===== src/design/rbsi_pkg.sv =====
// shared types and constants for the ray box slab intersect core
package rbsi_pkg;

    localparam int COORD_WIDTH_DEF = 32;
    localparam int FRAC_BITS_DEF   = 16;
    localparam int NUM_AXES        = 3;
    localparam int CFG_IDX_W       = 3;

    typedef enum logic [CFG_IDX_W-1:0] {
        CFG_BOX_MIN_X = 3'd0,
        CFG_BOX_MIN_Y = 3'd1,
        CFG_BOX_MIN_Z = 3'd2,
        CFG_BOX_MAX_X = 3'd3,
        CFG_BOX_MAX_Y = 3'd4,
        CFG_BOX_MAX_Z = 3'd5
    } cfg_idx_t;

    typedef struct packed {
        logic zero_dir;
        logic in_slab;
    } axis_flags_t;

endpackage


===== src/design/rbsi_prep.sv =====
// input stage: slab offsets, magnitudes, signs, zero direction and in-slab flags
module rbsi_prep #(
    parameter int CW = rbsi_pkg::COORD_WIDTH_DEF
) (
    input  logic                  clk,
    input  logic                  rst_n,
    input  logic                  in_valid,
    input  logic signed [CW-1:0]  box_lo [rbsi_pkg::NUM_AXES],
    input  logic signed [CW-1:0]  box_hi [rbsi_pkg::NUM_AXES],
    input  logic signed [CW-1:0]  org    [rbsi_pkg::NUM_AXES],
    input  logic signed [CW-1:0]  dir    [rbsi_pkg::NUM_AXES],
    output logic                  out_valid,
    output logic [CW-1:0]         lo_mag [rbsi_pkg::NUM_AXES],
    output logic [CW-1:0]         hi_mag [rbsi_pkg::NUM_AXES],
    output logic                  lo_neg [rbsi_pkg::NUM_AXES],
    output logic                  hi_neg [rbsi_pkg::NUM_AXES],
    output logic [CW-1:0]         den_mag [rbsi_pkg::NUM_AXES],
    output rbsi_pkg::axis_flags_t flags [rbsi_pkg::NUM_AXES]
);
    import rbsi_pkg::*;

    logic                  valid_reg;
    logic [CW-1:0]         lo_mag_reg  [NUM_AXES];
    logic [CW-1:0]         hi_mag_reg  [NUM_AXES];
    logic                  lo_neg_reg  [NUM_AXES];
    logic                  hi_neg_reg  [NUM_AXES];
    logic [CW-1:0]         den_mag_reg [NUM_AXES];
    axis_flags_t           flags_reg   [NUM_AXES];

    logic [CW-1:0]         lo_mag_next  [NUM_AXES];
    logic [CW-1:0]         hi_mag_next  [NUM_AXES];
    logic                  lo_neg_next  [NUM_AXES];
    logic                  hi_neg_next  [NUM_AXES];
    logic [CW-1:0]         den_mag_next [NUM_AXES];
    axis_flags_t           flags_next   [NUM_AXES];

    always_comb
    begin
        logic signed [CW:0] dlo;
        logic signed [CW:0] dhi;
        logic signed [CW:0] dd;
        logic signed [CW:0] alo;
        logic signed [CW:0] ahi;
        logic signed [CW:0] ad;
        for (int k = 0; k < NUM_AXES; k++)
        begin
            dlo = {box_lo[k][CW-1], box_lo[k]} - {org[k][CW-1], org[k]};
            dhi = {box_hi[k][CW-1], box_hi[k]} - {org[k][CW-1], org[k]};
            dd  = {dir[k][CW-1], dir[k]};
            alo = dlo[CW] ? -dlo : dlo;
            ahi = dhi[CW] ? -dhi : dhi;
            ad  = dd[CW] ? -dd : dd;
            lo_mag_next[k]  = alo[CW-1:0];
            hi_mag_next[k]  = ahi[CW-1:0];
            den_mag_next[k] = ad[CW-1:0];
            lo_neg_next[k]  = dlo[CW] ^ dir[k][CW-1];
            hi_neg_next[k]  = dhi[CW] ^ dir[k][CW-1];
            flags_next[k].zero_dir = (dir[k] == '0);
            flags_next[k].in_slab  = (box_lo[k] <= org[k]) && (org[k] <= box_hi[k]);
        end
    end

    always_ff @(posedge clk or negedge rst_n)
    begin
        if (!rst_n)
        begin
            valid_reg <= 1'b0;
        end
        else
        begin
            valid_reg <= in_valid;
        end
    end

    always_ff @(posedge clk)
    begin
        lo_mag_reg  <= lo_mag_next;
        hi_mag_reg  <= hi_mag_next;
        lo_neg_reg  <= lo_neg_next;
        hi_neg_reg  <= hi_neg_next;
        den_mag_reg <= den_mag_next;
        flags_reg   <= flags_next;
    end

    assign out_valid = valid_reg;
    assign lo_mag    = lo_mag_reg;
    assign hi_mag    = hi_mag_reg;
    assign lo_neg    = lo_neg_reg;
    assign hi_neg    = hi_neg_reg;
    assign den_mag   = den_mag_reg;
    assign flags     = flags_reg;

endmodule


===== config.mk =====
export PLATFORM = sky130hd
export DESIGN_NAME = rbsi_prep
export DESIGN_NICKNAME = d
export VERILOG_FILES = /design/src/design/rbsi_pkg.sv /design/src/design/rbsi_prep.sv
export SDC_FILE = /design/constraint.sdc
export NUM_CORES = 1
export LEC_CHECK = 0
export BUFFER_PORTS_ARGS = -buffer_cell sky130_fd_sc_hd__buf_2
export CAP_MARGIN = 40
export CORE_AREA = 2 2 270 272
export DETAILED_ROUTE_END_ITERATION = 6
export DIE_AREA = 0 0 272 274
export GPL_TIMING_DRIVEN = 0
export PLACE_DENSITY = 0.54
export REMOVE_ABC_BUFFERS = 1
export SYNTH_ARGS = -nofsm -noshare
export SYNTH_HDL_FRONTEND = slang
export SYNTH_SLANG_ARGS = --single-unit

===== constraint.sdc =====
create_clock -name clk -period 0.8 [get_ports clk]
set_input_delay 0.08 -clock clk [delete_from_list [all_inputs] [get_ports clk]]
set_output_delay 0.08 -clock clk [all_outputs]
set_load 0.01 [all_outputs]

==> metrics <==
Static Leakage 17.06 nW; Setup Total Neg Slack -539,290 ps; average size of a mapped cell 7.910 µm²; depth of the worst hold-timing path 5; aggregate global-route resource usage 27.27%; flip-flop and latch count after synthesis 301; yosys warns 0; TritonCTS Buffers 37; share of synthesized area occupied by flip-flops and latches 23.91%; final HPWL from detailed placement 82,240 µm; power density over the cells 1936 nW/µm²; layer with the highest usage after global routing met2; clock root buffer master sky130_fd_sc_hd__clkbuf_16; remaining global-route overflow 0; global-route wire length before repair 159,600 µm; cell row count 99; iteration count of the initial detailed-routing pass 6; net count reported at finish 4,844; detailed router's first-iteration violation count 2,082; met1 track demand over resource 33.35%; post-route insts no fill 5,238; arrival time at the worst endpoint 3960 ps; share of the clock period used by the worst path after layout 433.8%; chip width 272 µm; Synth top cells by count sky130_fd_sc_hd__dfxtp_1, sky130_fd_sc_hd__xnor2_1, sky130_fd_sc_hd__nand2_1; total I/O pin count 688; Initial Util 35.05%; Residual DRC 0; count of input and output buffers 687; number of standard cells after synthesis 3,189; async set-reset flop share out of synthesis 0.3322%; die area 74,530 µm²; Unique masters post-synth 101; violated checks hold timing, setup timing; pre-CTS setup slack -3871 ps; CTS HTree Levels 2; fraction of layout cells with a size suffix above 1 42.61%; GR Util met3 5.000%; largest area contributor in the netlist sky130_fd_sc_hd__dfxtp_1; crit end category flip-flop; max_cap viols 0; maximum number of buffers from clock root to sink 3; antenna violations before repair 13; number of pins with negative max-slew slack in the final report 0; vias in the first global route 27,380; vias per cell 5.560; via count of the routed design 29,120; top_reg_cell synth sky130_fd_sc_hd__dfxtp_1; RSZ-0062 raised after global routing yes; Fmax 288.1 MHz; register clock-pin slew on the reported worst setup and hold paths 50 ps; final worst setup slack -2671 ps; kind of start point of the critical path input port; critical path data required time 1290 ps; floorplan core area 71,970 µm²; hold path start dir[32]; met2 usage 46.76%; worst hold slack across all endpoints -45.20 ps; Mapped Area 25,220 µm²; Die Ht 274 µm; GPL Wtd Cong 0.9610; largest net degree at the start of global routing 36; top-area cell type share of the netlist area 23.81%; endpoint of the worst hold path den_mag[33]$_DFF_P_; number of enable-type register cells in the synthesized netlist 0; DP Area 29,540 µm²; most frequent cell after synthesis sky130_fd_sc_hd__dfxtp_1; slew at the pin closest to its max-slew limit 1006 ps; CTS tree done; # setup viols final 590; worst-path maximum fanout 5; outcome complete, but fails checks; minimum period implied by the final worst setup slack 3471 ps; classification of the worst setup path input port to flip-flop; Placed Cells 4,738; synth top area cells sky130_fd_sc_hd__dfxtp_1, sky130_fd_sc_hd__xnor2_1, sky130_fd_sc_hd__ha_1; worst supply voltage drop on vdd 1.735 mV; Hold/Removal Path Class input port to flip-flop; final hold violation count 12; Detail Route Antenna Nets 0; Area growth syn-to-layout 58.96%; Final Instance Area 40,100 µm²; Avg WL per Cell 21.39 µm; relative slew slack 32.79%; total length of routed wires 112,100 µm; Sinks on Clock Net 301
-- worst max-delay path by stage --
stage / from / to / slack (ps) / cells after the start
2_1_floorplan: box_hi[0] / hi_mag[31]$_DFF_P_ / -3070 / 14
4_1_cts: box_hi[64] / hi_mag[95]$_DFF_P_ / -2600 / 15
3_5_place_dp: box_hi[0] / hi_mag[31]$_DFF_P_ / -3870 / 15
6_report: box_hi[64] / hi_mag[95]$_DFF_P_ / -2670 / 15
3_3_place_gp: box_hi[32] / hi_mag[60]$_DFF_P_ / -4390 / 15
5_1_grt: box_hi[64] / hi_mag[95]$_DFF_P_ / -2730 / 16
-- power by group --
group | internal [mW] | switching (mW)
Combinational | 17.4 | 22.5
Sequential | 19.4 | 1.30
Clock | 9.87 | 7.16
-- worst max-delay path, cell delays in order --
cell and delay [ps]:
sky130_fd_sc_hd__buf_8 100, sky130_fd_sc_hd__inv_6 50, sky130_fd_sc_hd__ha_4 120, sky130_fd_sc_hd__inv_2 30, sky130_fd_sc_hd__fa_2 340, sky130_fd_sc_hd__a21o_4 210, sky130_fd_sc_hd__and3_4 180, sky130_fd_sc_hd__o211ai_4 250
sky130_fd_sc_hd__nand3_4 150, sky130_fd_sc_hd__xor2_4 170, sky130_fd_sc_hd__or4_4 490, sky130_fd_sc_hd__or4_4 530, sky130_fd_sc_hd__or4b_4 570, sky130_fd_sc_hd__or4b_1 530, sky130_fd_sc_hd__nand4_1 130
-- placed cells by master, fill, tap and decap left out, drive strengths merged, types with 16 or more instances in the layout --
cell type / count
a211oi: 42
or4: 35
buf: 1014
or2: 17
nand2: 260
a21boi: 16
o21ai: 214
o41ai: 26
a2111oi: 25
xor2: 91
nand2b: 26
dfxtp: 300
nor2: 183
and3: 44
o21bai: 25
a21o: 102
ha: 207
a31oi: 29
nor4: 39
nand3: 65
nor3: 89
nor2b: 24
xnor2: 297
o211ai: 31
dlygate4sd3: 103
clkbuf: 50
or3: 51
o21a: 42
o31ai: 68
nand4: 55
inv: 187
and2: 40
a21oi: 226
-- final cells by class --
class | count | area [µm²]
Inverter | 185 | 733.2
Timing Repair Buffer | 1121 | 7607
Tap cell | 959 | 1200
Clock buffer | 46 | 999.7
Sequential cell | 301 | 6031
Multi-Input combinational cell | 2598 | 23310
Antenna cell | 12 | 30.03
Clock inverter | 16 | 187.7
Fill cell | 6609 | 31870
-- kinds of logic (layout without fill, tap and decap cells) --
group | after synthesis | count (layout) | share of synthesized area [%]
DFF | 301 | 301 | 23.91
xor gates and xnor gates | 388 | 388 | 13.50
adders and majority gates | 213 | 213 | 10.74
muxes | 12 | 12 | 0.4911
AOI/OAI and AO/OA | 990 | 998 | 26.55
other | 0 | 12 | 0
and+or+nand+nor | 987 | 987 | 20.24
buffers and inverters | 298 | 1368 | 4.568
-- metal layers --
metal / share of wire, % / wire length (µm)
met1: 41 / 45850
met2: 48 / 53830
met3: 6.2 / 6988
met4: 4.8 / 5370
met5: 0.020 / 22
-- what timing repair did --
action | in CTS | in global routing
endpoints found under the hold margin | 111 | 26
resized for setup | 797 | 434
setup endpoints to repair | 566 | 591
setup buffers | 186 | 146
hold buffers | 103 | 15
gates cloned | 11 | 4
pin swaps | 218 | 258
-- stage by stage --
step	utilization, %	total power, mW
global placement	40.86	50.17
floorplan	-	38.58
detailed placement	41.05	50.23
global route	55.71	81.75
CTS	51.22	74.08
finish	55.72	77.62
(Power assumes the default switching activity.)
