===== config.mk =====
export PLATFORM = sky130hd
export DESIGN_NAME = rbsi_div
export DESIGN_NICKNAME = d
export VERILOG_FILES = /design/src/design/rbsi_pkg.sv /design/src/design/rbsi_div.sv
export SDC_FILE = /design/constraint.sdc
export NUM_CORES = 2
export LEC_CHECK = 0
export BUFFER_PORTS_ARGS = -buffer_cell sky130_fd_sc_hd__buf_4
export CAP_MARGIN = 10
export CORE_AREA = 3 3 482 484
export DETAILED_ROUTE_END_ITERATION = 12
export DIE_AREA = 0 0 485 487
export PLACE_DENSITY = 0.7
export SLEW_MARGIN = 30
export SYNTH_ARGS = -nofsm -noshare
export SYNTH_HDL_FRONTEND = slang
export SYNTH_SLANG_ARGS = --single-unit

===== constraint.sdc =====
create_clock -name clk -period 4.8 [get_ports clk]
set_input_delay 0.96 -clock clk [delete_from_list [all_inputs] [get_ports clk]]
set_output_delay 0.96 -clock clk [all_outputs]
set_load 0.01 [all_outputs]

===== src/design/rbsi_pkg.sv =====
// shared types and constants for the ray box slab intersect core
package rbsi_pkg;

    localparam int COORD_WIDTH_DEF = 32;
    localparam int FRAC_BITS_DEF   = 16;
    localparam int NUM_AXES        = 3;
    localparam int CFG_IDX_W       = 3;

    typedef enum logic [CFG_IDX_W-1:0] {
        CFG_BOX_MIN_X = 3'd0,
        CFG_BOX_MIN_Y = 3'd1,
        CFG_BOX_MIN_Z = 3'd2,
        CFG_BOX_MAX_X = 3'd3,
        CFG_BOX_MAX_Y = 3'd4,
        CFG_BOX_MAX_Z = 3'd5
    } cfg_idx_t;

    typedef struct packed {
        logic zero_dir;
        logic in_slab;
    } axis_flags_t;

endpackage


===== src/design/rbsi_div.sv =====
// pipelined restoring divider, one quotient bit per stage, floor and saturate
module rbsi_div #(
    parameter int CW = rbsi_pkg::COORD_WIDTH_DEF,
    parameter int FB = rbsi_pkg::FRAC_BITS_DEF
) (
    input  logic                 clk,
    input  logic                 rst_n,
    input  logic                 in_valid,
    input  logic [CW-1:0]        num,
    input  logic [CW-1:0]        den,
    input  logic                 neg,
    output logic                 out_valid,
    output logic signed [CW-1:0] quo
);
    import rbsi_pkg::*;

    localparam int NW = CW + FB;
    localparam int EW = 2 * CW + FB;
    localparam logic [CW-1:0] TLIM = {1'b1, {(CW-1){1'b0}}};
    localparam logic [CW-1:0] TMAX = {1'b0, {(CW-1){1'b1}}};

    logic          v_reg   [CW+1];
    logic [NW-1:0] p_reg   [CW+1];
    logic [CW-1:0] q_reg   [CW+1];
    logic [CW-1:0] d_reg   [CW+1];
    logic          ovf_reg [CW+1];
    logic          neg_reg [CW+1];

    logic                 out_valid_reg;
    logic signed [CW-1:0] quo_reg;
    logic signed [CW-1:0] quo_next;

    always_ff @(posedge clk or negedge rst_n)
    begin
        if (!rst_n)
        begin
            v_reg[0] <= 1'b0;
        end
        else
        begin
            v_reg[0] <= in_valid;
        end
    end

    always_ff @(posedge clk)
    begin
        p_reg[0]   <= {num, {FB{1'b0}}};
        q_reg[0]   <= '0;
        d_reg[0]   <= den;
        neg_reg[0] <= neg;
        ovf_reg[0] <= {{CW{1'b0}}, num, {FB{1'b0}}} >= {{FB{1'b0}}, den, {CW{1'b0}}};
    end

    for (genvar j = 1; j <= CW; j++)
    begin : g_stage
        localparam int BIT = CW - j;
        logic [EW-1:0] dsh;
        logic [EW-1:0] pe;
        logic [EW-1:0] diff;
        logic          ge;

        assign dsh  = EW'(d_reg[j-1]) << BIT;
        assign pe   = EW'(p_reg[j-1]);
        assign ge   = pe >= dsh;
        assign diff = pe - dsh;

        always_ff @(posedge clk or negedge rst_n)
        begin
            if (!rst_n)
            begin
                v_reg[j] <= 1'b0;
            end
            else
            begin
                v_reg[j] <= v_reg[j-1];
            end
        end

        always_ff @(posedge clk)
        begin
            p_reg[j]   <= ge ? diff[NW-1:0] : p_reg[j-1];
            q_reg[j]   <= q_reg[j-1] | (CW'(ge) << BIT);
            d_reg[j]   <= d_reg[j-1];
            ovf_reg[j] <= ovf_reg[j-1];
            neg_reg[j] <= neg_reg[j-1];
        end
    end

    always_comb
    begin
        logic          sat;
        logic          rnz;
        logic [CW-1:0] m;
        logic [CW-1:0] mm;
        sat = ovf_reg[CW] || q_reg[CW][CW-1];
        rnz = |p_reg[CW];
        m   = sat ? TLIM : q_reg[CW];
        mm  = m + CW'(rnz && !sat);
        if (neg_reg[CW])
        begin
            quo_next = -$signed(mm);
        end
        else
        begin
            quo_next = sat ? $signed(TMAX) : $signed(m);
        end
    end

    always_ff @(posedge clk or negedge rst_n)
    begin
        if (!rst_n)
        begin
            out_valid_reg <= 1'b0;
        end
        else
        begin
            out_valid_reg <= v_reg[CW];
        end
    end

    always_ff @(posedge clk)
    begin
        quo_reg <= quo_next;
    end

    assign out_valid = out_valid_reg;
    assign quo       = quo_reg;

endmodule


==> flow_metrics.tcl <==
set metrics [dict create \
    status "finished, final reports clean" \
    synth_edf_count 0 \
    syn-cell-area_sq_um 121000 \
    power_density_nw_per_um2 644 \
    insertion_delay_ns 0.93 \
    clock-sinks 2876 \
    first_pass_iters 6 \
    async_flop_share_pct 1.18 \
    vias 89300 \
    grt_pass1_vias 87600 \
    overflow 0 \
    setup_tns_ns 0 \
    cp.required_ns 5.59 \
    dpl_worst_slack_ns 0.254 \
    worst_pin_slew_ns 0.904 \
    areaGrowthSynthToFinish_pct 12.3 \
    synth_seq_cells 2876 \
    p_seq_share_pct 36.5 \
    fin_ws_ns 0.401 \
    min_period_over_period_pct 91.6 \
    avgSynthCellArea_sq_um 9.54 \
    synth-warning-count 0 \
    power.internal_mw 57.3 \
    synth.yosys.seq_area_share_pct 47.7 \
    routed.top_layer "met5" \
    synthAdderAreaFrac_pct 10.4 \
    drt_wl_total_microns 297000 \
    critPathLaunch "p_reg[32][42]" \
    drive_above_1_share_pct 8.06 \
    rows 175 \
    r2r_start "p_reg[32][42]" \
    synth_xor_area_share_pct 6.59 \
    place.gp.congestion 0.967 \
    synth_fp_nets 13700 \
    power_switching_mw 30.3 \
    initial_utilization_pct 53.1 \
    grt_pass1_wl_microns 469000 \
    fin_nets 13900 \
    slew_headroom_pct 38.2 \
    swShare_pct 34.6 \
    rsz0062_at_grt "no" \
    clock-root-buffer "clkbuf_16" \
    die_area_sq_um 236000 \
    dr_wl_met2_microns 134000 \
    finalSetupViolations 0 \
    ys_types 104 \
    crit_fanout 2 \
    min_period_ns 4.40 \
    cts_tree "yes" \
    synthCells 12700 \
    synthSimpleGateAreaFrac_pct 11.8 \
    io_buffers 100 \
    core-area_sq_um 228000 \
    post_cts_buffers 0 \
    largest_reg_flops 1192 \
    drt_iter0_drc 6613 \
    max_cap_viol_count 0 \
    clkTransAtPathRegs_ns 0.07 \
    drv_slew 0 \
    vias_per_cell 5.55 \
    antenna_found_initial 13 \
    finClkSkew_ns 0.0606 \
    synth_top_family_by_area "compound AO/OA/AOI/OAI gates" \
    critPathKind "reg -> reg" \
    hold_path.startpoint "den[14]" \
    clockBufferDepth 4 \
    ios 101 \
    hpwl_microns 232000 \
    cts_htree_levels 5 \
    combPwrFrac_pct 35.2 \
    p_clk_share_pct 28.3 \
    die_w_microns 485 \
    synthMuxAreaShare_pct 2.74 \
    rrSetupSlack_ns 0.40 \
    cellLeakagePower_nw 62.3 \
    hold_path.class "in -> reg" \
    met1_length_microns 134000 \
    ir_worst_vdd_uv 367 \
    drc 0 \
    synth_top_flop_cell "dfxtp_1" \
    end_kind "flip-flop" \
    avgRoutedWirePerCell_microns 18.4 \
    finalHoldViolCount 0 \
    grt_start_max_net_pins 64 \
    grt_usage_pct 24.5 \
    max_freq_mhz 227 \
    die_h_microns 487 \
    final_antenna_net_count 0 \
    numCtsBuffers 311 \
    worstPathArrival_ns 5.19 \
    synth_compound_area_share_pct 16.0 \
    wl_met3_microns 19400 \
    setup.worst_path.start_class "flip-flop" \
]
## cells in the final DEF, fill, tap and decap left out, drive strengths merged, types with 28 or more instances in the layout
cell type     n
nor4        128
a21o        503
dfxtp      2842
clkbuf      400
nor3        197
nand2b      147
nand4       161
and2         45
a31o         31
o31ai        72
and3         70
o21bai       90
bufinv       45
ha          954
fa           32
o21a        104
dfrtp        34
a21oi       983
a31oi        99
nand2       961
nor2        707
xnor2       529
clkinv       67
nand3       182
xor2        382
o21ai       860
mux2        271
buf         159
inv        1226
nor2b       140
or3          52
a211o        30
o31a         28
o211ai       37
or2          35
a211oi       58
## cell usage after synthesis (22+ instances only)
cell	n	share of area, %
a211o_1	30	0.22
a211oi_1	56	0.35
a21boi_0	24	0.15
a21o_1	503	3.1
a21oi_1	978	4.0
a31o_2	31	0.22
a31oi_1	97	0.50
and2_1	45	0.23
and3_1	70	0.36
and4_1	27	0.20
buf_2	40	0.17
clkbuf_1	231	0.72
dfrtp_1	34	0.70
dfxtp_1	2842	47
fa_1	32	0.53
ha_1	954	9.9
inv_1	1210	3.8
mux2_2	252	2.3
mux2i_1	26	0.22
nand2_1	960	3.0
nand2b_1	147	0.76
nand3_1	182	0.75
nand3b_1	22	0.14
nand4_1	161	0.83
nor2_1	706	2.2
nor2b_1	140	0.72
nor3_1	196	0.81
nor4_1	128	0.66
o211ai_1	37	0.23
o21a_1	104	0.65
o21ai_0	839	3.5
o21bai_1	90	0.56
o31a_1	27	0.20
o31ai_1	69	0.43
or2_2	34	0.18
or3_1	52	0.27
or4_1	27	0.17
xnor2_1	529	3.8
xor2_1	382	2.8
## power groups by stage
stage | combinational (mW) | clock [mW] | sequential, mW
CTS | 30.5 | 25.4 | 31.9
detailed placement | 30.2 | 0 | 32.4
global placement | 29.6 | 0 | 32.4
finish | 30.8 | 24.8 | 32.0
global route | 34.3 | 26.3 | 32.4
floorplan | 23.8 | 0 | 30.7
## repair_timing
action / 4_1_cts / 5_1_grt
gates resized for setup: 0 / 1
endpoints found under the setup margin: 0 / 1
endpoints found under the hold margin: 34 / 0
hold buffers: 1 / 0
## final cells by class
| class | count | area, sq um |
|---|---|---|
| fillers | 19300 | 91800 |
| flip-flops and latches | 2876 | 57700 |
| multi-input cells | 8301 | 57700 |
| clock buffers | 400 | 8740 |
| inverters | 1214 | 4560 |
| well taps | 3009 | 3760 |
| clock inverters | 144 | 2040 |
| repair buffers | 160 | 1330 |
| diodes | 7 | 17.5 |
## path summary, 6_finish.rpt
| check | cells after the start | endpoint |
|---|---|---|
| setup reg to reg | 20 | quo[31] |
| hold / removal | 1 | d_reg[0][14] |
| hold reg to reg | 0 | q_reg[19][17] |
| max in group asynchronous | 2 | out_valid |
| setup / recovery | 20 | quo[31] |
| min in group asynchronous | 2 | v_reg[30] |
## routing by layer
layer | vias up | track usage, %
met5 | - | 0
met4 | 10 | 7.94
met3 | 607 | 4.41
met2 | 2587 | 39.9
met1 | 42100 | 32.9
li1 | 44100 | -
## per-stage QoR
stage / util [%] / cell area, sq um / power (mW) / hold WS, ns / cells
finish: 59.7 / 136000 / 87.5 / 0.128 / 16100
global route: 59.7 / 136000 / 93.0 / 0.0606 / 16100
CTS: 59.7 / 136000 / 87.8 / 0.0526 / 16100
detailed placement: 54.9 / 125000 / 62.6 / 0.312 / 15600
global placement: 54.9 / 125000 / 62.0 / 0.310 / 15600
floorplan: - / 121000 / 54.5 / 0.310 / 12700
## critical path, cell delays in order, from the launching register on
cell and delay [ns]:
dfxtp_1 0.30, nor4_1 0.36, buf_4 0.18, nand4_1 0.23, o31ai_1 0.37, buf_4 0.17, ha_1 0.17, ha_1 0.18
inv_1 0.06, ha_1 0.18, o21bai_1 0.14, a21oi_1 0.09, o21ai_0 0.29, a211oi_1 0.15, o21ai_1 0.22, a221oi_1 0.15
o31a_1 0.33, a2bb2oi_1 0.24, a41oi_1 0.19, o211ai_1 0.19, o31ai_1 0.09
## kinds of logic (layout without fill, tap and decap cells)
logic type / Yosys count / in the layout
muxes: 297 / 297
AOI/OAI and AO/OA: 3140 / 3140
and+or+nand+nor: 2967 / 2967
DFF: 2876 / 2876
buffers and inverters: 1509 / 1918
other: 0 / 7
xor gates and xnor gates: 911 / 911
adders and majority gates: 986 / 986
Note: power is estimated with default switching activity, not from simulation.
