File: src/design/rbsi_pkg.sv
// shared types and constants for the ray box slab intersect core
package rbsi_pkg;

    localparam int COORD_WIDTH_DEF = 32;
    localparam int FRAC_BITS_DEF   = 16;
    localparam int NUM_AXES        = 3;
    localparam int CFG_IDX_W       = 3;

    typedef enum logic [CFG_IDX_W-1:0] {
        CFG_BOX_MIN_X = 3'd0,
        CFG_BOX_MIN_Y = 3'd1,
        CFG_BOX_MIN_Z = 3'd2,
        CFG_BOX_MAX_X = 3'd3,
        CFG_BOX_MAX_Y = 3'd4,
        CFG_BOX_MAX_Z = 3'd5
    } cfg_idx_t;

    typedef struct packed {
        logic zero_dir;
        logic in_slab;
    } axis_flags_t;

endpackage

File: src/design/rbsi_merge.sv
// slab ordering, interval narrowing and hit decision
module rbsi_merge #(
    parameter int CW = rbsi_pkg::COORD_WIDTH_DEF
) (
    input  logic                  clk,
    input  logic                  rst_n,
    input  logic                  in_valid,
    input  logic signed [CW-1:0]  t_lo [rbsi_pkg::NUM_AXES],
    input  logic signed [CW-1:0]  t_hi [rbsi_pkg::NUM_AXES],
    input  rbsi_pkg::axis_flags_t flags [rbsi_pkg::NUM_AXES],
    output logic                  out_valid,
    output logic                  hit,
    output logic [CW-2:0]         t_near,
    output logic [CW-2:0]         t_far
);
    import rbsi_pkg::*;

    localparam logic signed [CW-1:0] TMAX = {1'b0, {(CW-1){1'b1}}};

    // order stage
    logic                 a_valid_reg;
    logic signed [CW-1:0] a_mn_reg   [NUM_AXES];
    logic signed [CW-1:0] a_mx_reg   [NUM_AXES];
    logic                 a_skip_reg [NUM_AXES];
    logic                 a_bad_reg  [NUM_AXES];

    // narrow stage
    logic                 b_valid_reg;
    logic signed [CW-1:0] b_t0_reg;
    logic signed [CW-1:0] b_t1_reg;
    logic                 b_miss_reg;
    logic signed [CW-1:0] b_t0_next;
    logic signed [CW-1:0] b_t1_next;
    logic                 b_miss_next;

    // result stage
    logic                 c_valid_reg;
    logic                 c_hit_reg;
    logic [CW-2:0]        c_near_reg;
    logic [CW-2:0]        c_far_reg;
    logic                 c_hit_next;

    always_comb
    begin
        b_t0_next   = '0;
        b_t1_next   = TMAX;
        b_miss_next = 1'b0;
        for (int k = 0; k < NUM_AXES; k++)
        begin
            if (!a_skip_reg[k])
            begin
                if (a_mn_reg[k] > b_t0_next)
                begin
                    b_t0_next = a_mn_reg[k];
                end
                if (a_mx_reg[k] < b_t1_next)
                begin
                    b_t1_next = a_mx_reg[k];
                end
            end
            b_miss_next = b_miss_next | a_bad_reg[k];
        end
    end

    assign c_hit_next = b_valid_reg && !b_miss_reg && (b_t0_reg <= b_t1_reg);

    always_ff @(posedge clk or negedge rst_n)
    begin
        if (!rst_n)
        begin
            a_valid_reg <= 1'b0;
            b_valid_reg <= 1'b0;
            c_valid_reg <= 1'b0;
        end
        else
        begin
            a_valid_reg <= in_valid;
            b_valid_reg <= a_valid_reg;
            c_valid_reg <= b_valid_reg;
        end
    end

    always_ff @(posedge clk)
    begin
        for (int k = 0; k < NUM_AXES; k++)
        begin
            a_mn_reg[k]   <= (t_lo[k] > t_hi[k]) ? t_hi[k] : t_lo[k];
            a_mx_reg[k]   <= (t_lo[k] > t_hi[k]) ? t_lo[k] : t_hi[k];
            a_skip_reg[k] <= flags[k].zero_dir;
            a_bad_reg[k]  <= flags[k].zero_dir && !flags[k].in_slab;
        end
        b_t0_reg   <= b_t0_next;
        b_t1_reg   <= b_t1_next;
        b_miss_reg <= b_miss_next;
        c_hit_reg  <= c_hit_next;
        c_near_reg <= c_hit_next ? b_t0_reg[CW-2:0] : '0;
        c_far_reg  <= c_hit_next ? b_t1_reg[CW-2:0] : '0;
    end

    assign out_valid = c_valid_reg;
    assign hit       = c_hit_reg;
    assign t_near    = c_near_reg;
    assign t_far     = c_far_reg;

endmodule

File: config.mk
export PLATFORM = sky130hd
export DESIGN_NAME = rbsi_merge
export DESIGN_NICKNAME = d
export VERILOG_FILES = /design/src/design/rbsi_pkg.sv /design/src/design/rbsi_merge.sv
export SDC_FILE = /design/constraint.sdc
export NUM_CORES = 1
export LEC_CHECK = 0
export BUFFER_PORTS_ARGS = -buffer_cell sky130_fd_sc_hd__buf_2
export CAP_MARGIN = 0
export CORE_MARGIN = 8
export CORE_UTILIZATION = 58
export CTS_BUF_LIST = sky130_fd_sc_hd__clkbuf_4 sky130_fd_sc_hd__clkbuf_8 sky130_fd_sc_hd__clkbuf_16
export DETAILED_ROUTE_END_ITERATION = 7
export PLACE_DENSITY = 0.81
export SYNTH_ARGS = -nofsm -noshare
export SYNTH_HDL_FRONTEND = slang
export SYNTH_SLANG_ARGS = --single-unit
File: constraint.sdc
create_clock -name clk -period 6.71 [get_ports clk]
set_input_delay 1.342 -clock clk [delete_from_list [all_inputs] [get_ports clk]]
set_output_delay 1.342 -clock clk [all_outputs]
set_load 0.02 [all_outputs]
==> results of run 1 <==
layer usage:
metal / wire (um) / global-route usage / up-vias / part of all wire
met2: 21000 / 0.402 / 538 / 0.43
met5: 0 / 0 / - / 0
met1: 22100 / 0.349 / 6530 / 0.45
met3: 3400 / 0.0430 / 117 / 0.070
li1: - / - / 6971 / -
met4: 2160 / 0.114 / 0 / 0.044
cells in the mapped netlist (all sizes together), types with 2 or more instances:
master,number
dfxtp,326
inv,257
ha,254
mux2,197
nand2,99
mux2i,93
a21o,74
o21ai,69
a211oi,67
a21oi,65
nand4,63
nor2,61
clkbuf,45
nor4,18
buf,17
o21a,17
nor2b,16
nand3,11
nor3,11
nand2b,8
a31oi,7
or3,4
and3,3
dfrtp,3
o211ai,3
o21bai,3
a2111oi,2
a32oi,2
and2,2
and4,2
o31a,2
o31ai,2
o32ai,2
or4,2
xnor2,2
worst paths after layout:
kind,end,slack [ns],cells past startpoint
min,b_valid_reg$_DFF_PN0_,0.37,0
max reg2reg,b_t0_reg[0]$_DFF_P_,0.38,28
min reg2reg,b_valid_reg$_DFF_PN0_,0.37,0
min in group asynchronous,out_valid$_DFF_PN0_,0.61,1
max in group asynchronous,a_valid_reg$_DFF_PN0_,5.99,1
max,b_t0_reg[0]$_DFF_P_,0.38,28
per-stage QoR:
| step | util | hold WS, ns | setup slack, ns |
|---|---|---|---|
| finish | 0.692 | 0.372 | 0.379 |
| global route | 0.691 | 0.382 | 0.00298 |
| CTS | 0.689 | 0.388 | 0.0461 |
| detailed placement | 0.647 | 0.360 | 0.0435 |
| global placement | 0.647 | 0.346 | 0.188 |
| floorplan | - | 0.331 | 0.728 |
critical path: cells and delay by family, from the launching register on:
| family | cells | cell delay [ns] |
|---|---|---|
| fa+ha+maj | 2 | 0.56 |
| xor+xnor | 1 | 0.15 |
| compound gates | 7 | 1.44 |
| mux | 2 | 0.50 |
| simple gates | 13 | 2.78 |
| flops | 1 | 0.31 |
| buf+inv | 3 | 0.50 |
repair_timing:
action / CTS / global route
pin swaps: 0 / 2
endpoints found under the setup margin: 2 / 64
resized for setup: 1 / 8
buffers inserted: 0 / 6
endpoints found under the hold margin: 0 / 0
kinds of logic (layout without fill, tap and decap cells):
| kind of cell | count (synthesis) | count (layout) |
|---|---|---|
| DFF | 329 | 329 |
| buffers and inverters | 319 | 628 |
| adders and majority gates | 254 | 254 |
| muxes | 290 | 290 |
| other | 1 | 4 |
| xor gates and xnor gates | 2 | 2 |
| and+or+nand+nor | 304 | 304 |
| AOI/OAI and AO/OA | 319 | 319 |
report_power, final:
part | internal, mW | leakage (nW) | switching [mW] | total [mW]
combinational | 0.953 | 7.45 | 1.25 | 2.20
sequential | 2.32 | 2.76 | 0.217 | 2.54
clock | 1.27 | 0.607 | 0.799 | 2.06
total | 4.54 | 10.8 | 2.26 | 6.80
layout make-up:
| cell class | instances | area [sq um] |
|---|---|---|
| flip-flops and latches | 329 | 6600 |
| clock buffers | 45 | 1010 |
| multi-input cells | 1170 | 10000 |
| inverters | 257 | 965 |
| repair buffers | 310 | 1720 |
| fillers | 2324 | 9380 |
| diodes | 3 | 7.51 |
| well taps | 396 | 495 |
| clock inverters | 16 | 238 |
==> results by group, run 1 <==
Clocking
  – CTS sink count: 329
  – Hold-fix buffers, CTS: 0
  – Clk_lat worst skew: 0.52 ns
  – Clock root cell: clkbuf_16
  – Worst-path clk slew: 0.06 ns
  – CTS tree: built
  – Number of CTS-inserted buffers: 35
  – H-tree depth: 2
  – Max clock buf depth: 3

Synthesis
  – Synth warnings: 0
  – Avg Inst Size Synth: 9.79 sq um
  – Synth unique cells: 52
  – Area leader, netlist: dfxtp_1
  – Yosys top cell area share: 0.367
  – Synthesized cell area: 17800 sq um
  – Cells after synthesis: 1818
  – Adder-Cell Fraction of Synth Area: 0.179
  – Post-synthesis compound-gate area fraction: 0.117
  – Mux share of post-synthesis cell area: 0.177
  – Post-synthesis sequential area ratio: 0.371
  – Post-synthesis xor/xnor area fraction: 0.000984
  – Largest family of logic cells by synthesized area: adder cells
  – Post-synthesis simple-gate area fraction: 0.0843
  – Syn nets: 2273
  – Synth top area cells: dfxtp_1 (37%), ha_1 (18%), mux2_2 (11%)
  – Synth Flop Type: dfxtp_1
  – EDFF count, synth: 0
  – Yosys reg bits: 329
  – Fraction of registers with async set/reset: 0.00912

Worst hold path
  – Hold Startpoint: a_valid_reg$_DFF_PN0_
  – Type of the most critical hold path: reg2reg

Pwr
  – PwrDens: 323 nW/um^2
  – Overall power: 6.80 mW
  – Leakage: 10.8 nW
  – Worst vdd ir: 0.000264 V

Placement
  – Placer Congestion: 0.960
  – Dpl cells: 2456
  – IO Port Bufs: 264
  – Area after DPL: 19700 sq um
  – Hpwl dp: 39400 um

Layout
  – Fraction of layout cells with a size suffix above 1: 0.267
  – Layout Area Growth over Synthesis: 18.2%
  – Commonest non-fill, non-tap cell in the layout: dfxtp_1
  – Most frequent cells in the layout: dfxtp_1 (326), buf_2 (264), inv_1 (257)
  – Final net count: 2558
  – Non-Filler Instances: 2526
  – Final instance area: 21000 sq um

Detailed routing
  – Initial DRC count: 908
  – Routed len/inst: 19.3 um
  – Vias per Instance: 5.60
  – DRC Markers: 0
  – Via count: 14200
  – Post-Route WL: 48700 um
  – DRT Pass-1 Iters: 5
  – Post-DRT Antenna Nets: 0

STA
  – RSZ-0062 raised after global routing: no
  – Slew Viols, Final: 0
  – Setup TNS: 0 ns
  – Final period util: 0.943
  – Worst-margin pin slew: 1.10 ns
  – Post-layout min period: 6.33 ns
  – # setup viols final: 0
  – Slew margin rel.: 0.267
  – Skew final: 0.0158 ns
  – Number of hold violations in the final report: 0
  – F_max: 0.158 GHz

Global route
  – Total track usage: 0.259
  – Vias in the first global route: 14500
  – Initial antenna violation count: 1
  – First-pass GRT wire length: 75100 um
  – Pin count of the biggest net entering global routing: 65
  – Grt total ovfl: 0

Floorplan
  – Starting density of the core: 0.585
  – Std cell rows: 64
  – Core Region: 30400 sq um
  – DIE WIDTH: 191 um
  – Die area: 36600 sq um
  – I/O Pins: 265
  – Die span in y: 191 um

Worst setup path
  – Worst Setup SP: a_mn_reg[0][0]$_DFF_P_
  – Slowest cell on the critical path: or4_1
  – CP Launch Type: flip-flop
  – CP Capture Type: flip-flop
  – CP Max Fanout: 16
  – WP data arrival: 6.74 ns
  – Cell mode on critical path: a21o_1
  – Setup CP Type: reg2reg
  – FF-to-FF Start: a_mn_reg[0][0]$_DFF_P_
  – CP peak stage delay: 0.58 ns
  – Worst Path Required: 7.12 ns

Run status
  – Outcome: complete, no violations

Flow run
  – Max Cap Viol: 0
(Power assumes the default switching activity.)
==> inputs of run 2 (changes only) <==
Settings changed: ABC_AREA set to 1, CORE_UTILIZATION 58 to 57, PLACE_DENSITY 0.81 to 0.8.
==> results by group, run 2 <==
Detailed routing
  – Initial DRC count: 1014 (was 908)
  – Vias per Instance: 5.33 (was 5.60)
  – Post-Route WL: 45300 um (was 48700 um)
  – DRT Pass-1 Iters: 5 (unchanged)
  – Via count: 15000 (was 14200)
  – DRC Markers: 0 (unchanged)
  – Routed len/inst: 16.1 um (was 19.3 um)
  – Post-DRT Antenna Nets: 0 (unchanged)

Synthesis
  – Synth Flop Type: dfxtp_1 (unchanged)
  – Synth top cells by count: nand2_1 (418), dfxtp_1 (326), ha_1 (254), inv_1 (245), nor2_1 (230) (was dfxtp_1 (326), inv_1 (257), ha_1 (254), mux2_2 (181), nand2_1 (99))
  – Syn nets: 2623 (was 2273)
  – Synth top area cells: dfxtp_1 (39%), ha_1 (19%), nand2_1 (9.3%) (was dfxtp_1 (37%), ha_1 (18%), mux2_2 (11%))
  – Avg Inst Size Synth: 7.77 sq um (was 9.79 sq um)
  – Synth warnings: 0 (unchanged)
  – Area leader, netlist: dfxtp_1 (unchanged)
  – Yosys reg bits: 329 (unchanged)
  – Top-count cell post-synth: nand2_1 (was dfxtp_1)
  – Fraction of registers with async set/reset: 0.00912 (unchanged)
  – EDFF count, synth: 0 (unchanged)
  – Synthesized cell area: 16800 sq um (was 17800 sq um)
  – Synth unique cells: 51 (was 52)
  – Cells after synthesis: 2168 (was 1818)
  – Yosys top cell area share: 0.387 (was 0.367)
  – Post-synthesis sequential area ratio: 0.392 (was 0.371)

Global route
  – First-pass GRT wire length: 71500 um (was 75100 um)
  – Pin count of the biggest net entering global routing: 129 (was 65)
  – Total track usage: 0.247 (was 0.259)
  – GR Util met2: 0.370 (was 0.402)
  – Initial antenna violation count: 0 (was 1)
  – GRT met3 Usage: 0.0496 (was 0.0430)
  – Met1 usage in global routing: 0.347 (was 0.349)
  – Vias in the first global route: 14500 (about the same)
  – Grt peak-use layer: met2 (unchanged)
  – Grt total ovfl: 0 (unchanged)

Worst hold path
  – Hold Path Sink: b_valid_reg$_DFF_PN0_ (unchanged)
  – Worst hold path depth: 0 (unchanged)
  – Hold Startpoint: a_valid_reg$_DFF_PN0_ (unchanged)
  – Type of the most critical hold path: reg2reg (unchanged)

Worst setup path
  – CP Launch Type: flip-flop (unchanged)
  – CP Capture Type: flip-flop (unchanged)
  – FF-to-FF Start: a_skip_reg[0][0]$_DFF_P_ (was a_mn_reg[0][0]$_DFF_P_)
  – CP Max Fanout: 34 (was 16)
  – Reg2Reg Setup Slack: 0.58 ns (was 0.38 ns)
  – Reg2reg path depth: 26 (was 28)
  – Setup CP Type: reg2reg (unchanged)
  – WP data arrival: 6.52 ns (was 6.74 ns)
  – Worst Path Required: 7.10 ns (was 7.12 ns)
  – Worst r2r dst: b_t1_reg[26]$_DFF_P_ (was b_t0_reg[0]$_DFF_P_)

Clocking
  – Number of CTS-inserted buffers: 35 (unchanged)
  – Clk_lat worst skew: 0.51 ns (was 0.52 ns)
  – Max clock buf depth: 3 (unchanged)
  – Clock root cell: clkbuf_16 (unchanged)
  – Worst-path clk slew: 0.06 ns (about the same)
  – CTS tree: built (unchanged)
  – H-tree depth: 2 (unchanged)
  – Hold-fix buffers, CTS: 0 (unchanged)
  – CTS sink count: 329 (unchanged)

Floorplan
  – Core Region: 29400 sq um (was 30400 sq um)
  – Starting density of the core: 0.573 (was 0.585)
  – Die area: 35300 sq um (was 36600 sq um)
  – Die span in y: 188 um (was 191 um)
  – Std cell rows: 63 (was 64)
  – DIE WIDTH: 188 um (was 191 um)
  – I/O Pins: 265 (unchanged)

Flow run
  – Max Cap Viol: 0 (unchanged)

STA
  – Slew Viols, Final: 0 (unchanged)
  – Number of hold violations in the final report: 0 (unchanged)
  – Slew margin rel.: 0.304 (was 0.267)
  – F_max: 0.163 GHz (was 0.158 GHz)
  – # setup viols final: 0 (unchanged)
  – Setup ws final: 0.580 ns (was 0.379 ns)
  – Setup TNS: 0 ns (unchanged)
  – Final period util: 0.914 (was 0.943)
  – Worst-margin pin slew: 1.04 ns (was 1.10 ns)
  – Post-layout min period: 6.13 ns (was 6.33 ns)
  – WHS: 0.357 ns (was 0.372 ns)
  – Skew final: 0.0191 ns (was 0.0158 ns)

Layout
  – Final net count: 2853 (was 2558)
  – Final instance area: 19700 sq um (was 21000 sq um)
  – Most frequent cells in the layout: nand2_1 (416), dfxtp_1 (326), buf_2 (264) (was dfxtp_1 (326), buf_2 (264), inv_1 (257))
  – Commonest non-fill, non-tap cell in the layout: nand2_1 (was dfxtp_1)
  – Final Util: 0.672 (was 0.692)
  – Layout Area Growth over Synthesis: 17.2% (was 18.2%)
  – Fraction of layout cells with a size suffix above 1: 0.148 (was 0.267)

Placement
  – DP Worst Slack: 0.346 ns (was 0.0435 ns)
  – IO Port Bufs: 264 (unchanged)
  – Placer Congestion: 0.920 (was 0.960)
  – Area after DPL: 18400 sq um (was 19700 sq um)
  – Hpwl dp: 36500 um (was 39400 um)

Pwr
  – PwrDens: 388 nW/um^2 (was 323 nW/um^2)
  – Leakage: 10.2 nW (was 10.8 nW)
  – Worst vdd ir: 0.000184 V (was 0.000264 V)

Run status
  – Outcome: complete, no violations (unchanged)
==> run 2: cell count changes in the layout (fill, tap and decap cells not counted), moves of 12 or more <==
cell	change
o21ai_1	+37
buf_4	-29
nor2_1	+170
inv_1	-13
mux2_1	-16
nand2_1	+317
o21ai_0	+113
o21a_1	-12
a211oi_1	-53
a21o_1	-71
a21oi_1	+150
mux2i_1	-93
nor2b_1	-16
mux2_2	-181
==> run 2: worst max-delay path by stage <==
stage                                        start                    to  slack, ns  cells past startpoint
after floorplan            a_mn_reg[0][12]$_DFF_P_  b_t0_reg[11]$_DFF_P_       1.26                     32
after global placement     a_mn_reg[0][20]$_DFF_P_  b_t0_reg[23]$_DFF_P_       0.57                     31
after detailed placement   a_mn_reg[0][20]$_DFF_P_  b_t0_reg[27]$_DFF_P_       0.35                     31
after CTS                  a_mn_reg[0][12]$_DFF_P_  b_t0_reg[19]$_DFF_P_       0.32                     32
after global routing       a_mn_reg[0][12]$_DFF_P_   b_t0_reg[8]$_DFF_P_      -0.05                     30
final                     a_skip_reg[0][0]$_DFF_P_  b_t1_reg[26]$_DFF_P_       0.58                     26
==> run 2: kinds of logic (layout without fill, tap and decap cells) <==
kind of cell	count (synthesis)	count (layout)	synth area share
simple gates	765	766	0.188
buf+inv	335	590	0.0771
flops	329	329	0.392
xor+xnor	4	4	0.00208
compound gates	480	480	0.152
fa+ha+maj	254	254	0.189
other cells	1	3	0.000223
==> run 2: where the power goes <==
part / switching [mW] / internal [mW]
logic: 1.82 / 0.972
clock network: 0.773 / 1.34
registers: 0.278 / 2.48
total: 2.87 / 4.79
==> run 2: final cells by class <==
type                       count  area, sq um
sequential                   329         6600
clock inverter                14          235
clock buffer                  49         1060
antenna                        2         5.00
multi-input combinational   1505         8990
timing repair inverter         1         7.51
tap                          390          488
inverter                     250          942
fill                        2473         9650
timing repair buffer         276         1420
==> run 2: repair_timing <==
action	CTS	global route
resized for setup	0	10
endpoints found under the setup margin	0	64
setup buffers	0	2
==> run 2: worst max-delay path, stage by stage, from the launching register on <==
cell and delay (ns):
dfxtp_1 0.70, buf_4 0.33, nor2_1 0.11, ha_1 0.31, a21oi_1 0.19, o21a_1 0.14
nand2_1 0.07, nand2_1 0.06, nand2_1 0.07, nand2_1 0.10, nand3_2 0.09, nand3_2 0.13
clkinv_1 0.48, buf_4 0.40, o21ai_0 0.51, inv_1 0.10, ha_1 0.20, a21oi_1 0.14
nor2_1 0.07, a211oi_1 0.24, o221ai_1 0.15, a21oi_1 0.27, nand2_1 0.16, nand2_4 0.33
nand3_2 0.44, nand2_1 0.16, nand2_1 0.07
==> run 2: layer usage <==
metal,vias up,share of wire
met5,-,0
met4,0,0.036
met3,109,0.082
met2,560,0.41
met1,6661,0.47
li1,7669,-
==> run 2: per-stage QoR <==
stage / power (mW) / instances
4_1_cts: 7.61 / 2810
3_3_place_gp: 5.36 / 2747
3_5_place_dp: 5.48 / 2747
6_report: 7.66 / 2816
2_1_floorplan: 4.66 / 2168
5_1_grt: 8.21 / 2814
==> inputs of run 3 (changes only) <==
Settings changed: RECOVER_POWER set to 50.
==> results by group, run 3 (same netlist as run 2, synthesis figures left out) <==
Run status
  – Failing checks: capacitance limit, slew limit
  – Outcome: finished with violations (was complete, no violations)

STA
  – Number of hold violations in the final report: 0 (unchanged)
  – Worst-margin pin slew: 3.34 ns (was 1.04 ns)
  – # setup viols final: 0 (unchanged)
  – Setup TNS: 0 ns (unchanged)
  – Slew margin rel.: -1.23 (was 0.304)
  – Post-layout min period: 6.19 ns (was 6.13 ns)
  – F_max: 0.162 GHz (was 0.163 GHz)
  – WHS: 0.357 ns (about the same)
  – Skew final: 0.0181 ns (was 0.0191 ns)
  – Slew Viols, Final: 192 (was 0)
  – Final period util: 0.922 (was 0.914)

Layout
  – Fraction of layout cells with a size suffix above 1: 0.120 (was 0.148)
  – Layout Area Growth over Synthesis: 16.7% (was 17.2%)
  – Most frequent cells in the layout: nand2_1 (416), dfxtp_1 (326), ha_1 (254) (was nand2_1 (416), dfxtp_1 (326), buf_2 (264))
  – Final net count: 2853 (unchanged)
  – Commonest non-fill, non-tap cell in the layout: nand2_1 (unchanged)
  – Final instance area: 19700 sq um (about the same)
  – Fillers: 2500 (was 2473)

Floorplan
  – Die span in y: 188 um (unchanged)
  – DIE WIDTH: 188 um (unchanged)
  – Core Region: 29400 sq um (unchanged)
  – Std cell rows: 63 (unchanged)
  – I/O Pins: 265 (unchanged)
  – Starting density of the core: 0.573 (unchanged)
  – Die area: 35300 sq um (unchanged)

Detailed routing
  – DRC Markers: 0 (unchanged)
  – Initial DRC count: 942 (was 1014)
  – Vias per Instance: 5.33 (about the same)
  – Post-Route WL: 45500 um (was 45300 um)
  – Routed len/inst: 16.1 um (about the same)
  – Via count: 15000 (about the same)
  – Post-DRT Antenna Nets: 0 (unchanged)
  – DRT Pass-1 Iters: 6 (was 5)

Clocking
  – Max clock buf depth: 3 (unchanged)
  – Worst-path clk slew: 0.06 ns (about the same)
  – Clock root cell: clkbuf_16 (unchanged)
  – Number of CTS-inserted buffers: 35 (unchanged)
  – Hold-fix buffers, CTS: 0 (unchanged)
  – Clk_lat worst skew: 0.51 ns (about the same)
  – CTS tree: built (unchanged)
  – H-tree depth: 2 (unchanged)
  – CTS sink count: 329 (unchanged)

Global route
  – Vias in the first global route: 14500 (unchanged)
  – Pin count of the biggest net entering global routing: 129 (unchanged)
  – Total track usage: 0.247 (unchanged)
  – Grt total ovfl: 0 (unchanged)
  – First-pass GRT wire length: 71500 um (unchanged)
  – Initial antenna violation count: 0 (unchanged)

Pwr
  – Worst vdd ir: 0.000190 V (was 0.000184 V)
  – PwrDens: 389 nW/um^2 (was 388 nW/um^2)
  – Leakage: 9.90 nW (was 10.2 nW)
  – Overall power: 7.65 mW (was 7.66 mW)

Placement
  – IO Port Bufs: 264 (unchanged)
  – Hpwl dp: 36500 um (unchanged)
  – Placer Congestion: 0.920 (unchanged)
  – Area after DPL: 18400 sq um (unchanged)

Worst setup path
  – CP delay by family, top: simple AND/OR/NAND/NOR gates (unchanged)
  – Slowest cell on the critical path: dfxtp_1 (unchanged)
  – CP Launch Type: flip-flop (unchanged)
  – CP Max Fanout: 34 (unchanged)
  – Crit path buffers/inverters: 4 (unchanged)
  – Cell mode on critical path: nand2_1 (unchanged)
  – Setup CP Type: reg2reg (unchanged)
  – CP peak stage delay: 0.71 ns (was 0.70 ns)
  – Worst Path Required: 7.10 ns (about the same)
  – WP data arrival: 6.58 ns (was 6.52 ns)
  – CP Capture Type: flip-flop (unchanged)

Worst hold path
  – Type of the most critical hold path: reg2reg (unchanged)

Flow run
  – Max Cap Viol: 2 (was 0)
==> run 3: timing repair <==
item / in CTS / in global routing
buffers inserted: 0 / 2
hold endpoints to repair: 0 / 0
setup endpoints to repair: 0 / 64
resized for setup: 0 / 10
==> run 3: final cells by class <==
class	count	area [sq um]	area share
inverter	250	942	0.0479
timing repair inverter	1	7.51	0.000382
clock inverter	14	235	0.0120
antenna	1	2.50	0.000127
clock buffer	49	1060	0.0539
timing repair buffer	276	1330	0.0677
tap	390	488	0.0248
sequential	329	6600	0.336
multi-input combinational	1505	8990	0.457
==> run 3: final timing paths <==
check / end / cells after the start / slack [ns] / from
max: b_t1_reg[26]$_DFF_P_ / 26 / 0.52 / a_skip_reg[0][0]$_DFF_P_
min: b_valid_reg$_DFF_PN0_ / 0 / 0.36 / a_valid_reg$_DFF_PN0_
max reg2reg: b_t1_reg[26]$_DFF_P_ / 26 / 0.52 / a_skip_reg[0][0]$_DFF_P_
min reg2reg: b_valid_reg$_DFF_PN0_ / 0 / 0.36 / a_valid_reg$_DFF_PN0_
max in group asynchronous: out_valid$_DFF_PN0_ / 1 / 5.92 / rst_n
min in group asynchronous: a_valid_reg$_DFF_PN0_ / 1 / 0.63 / rst_n
==> run 3: metal layers <==
metal / wire length (um) / global-route usage / up-vias
met5: 0 / 0 / -
met4: 1620 / 0.0924 / 0
met3: 3530 / 0.0496 / 112
met2: 18600 / 0.370 / 563
met1: 21700 / 0.347 / 6673
li1: - / - / 7667
==> run 3: where the power goes <==
part / switching (mW) / total, mW / internal (mW)
logic: 1.82 / 2.77 / 0.955
clock network: 0.775 / 2.11 / 1.34
registers: 0.282 / 2.76 / 2.48
total: 2.87 / 7.65 / 4.77
==> run 3: stage by stage <==
step / cells / utilization / worst slack (ns)
floorplan: 2168 / - / 1.26
global placement: 2747 / 0.625 / 0.571
detailed placement: 2747 / 0.625 / 0.346
CTS: 2810 / 0.669 / 0.325
global route: 2814 / 0.668 / -0.0469
finish: 2815 / 0.668 / 0.521
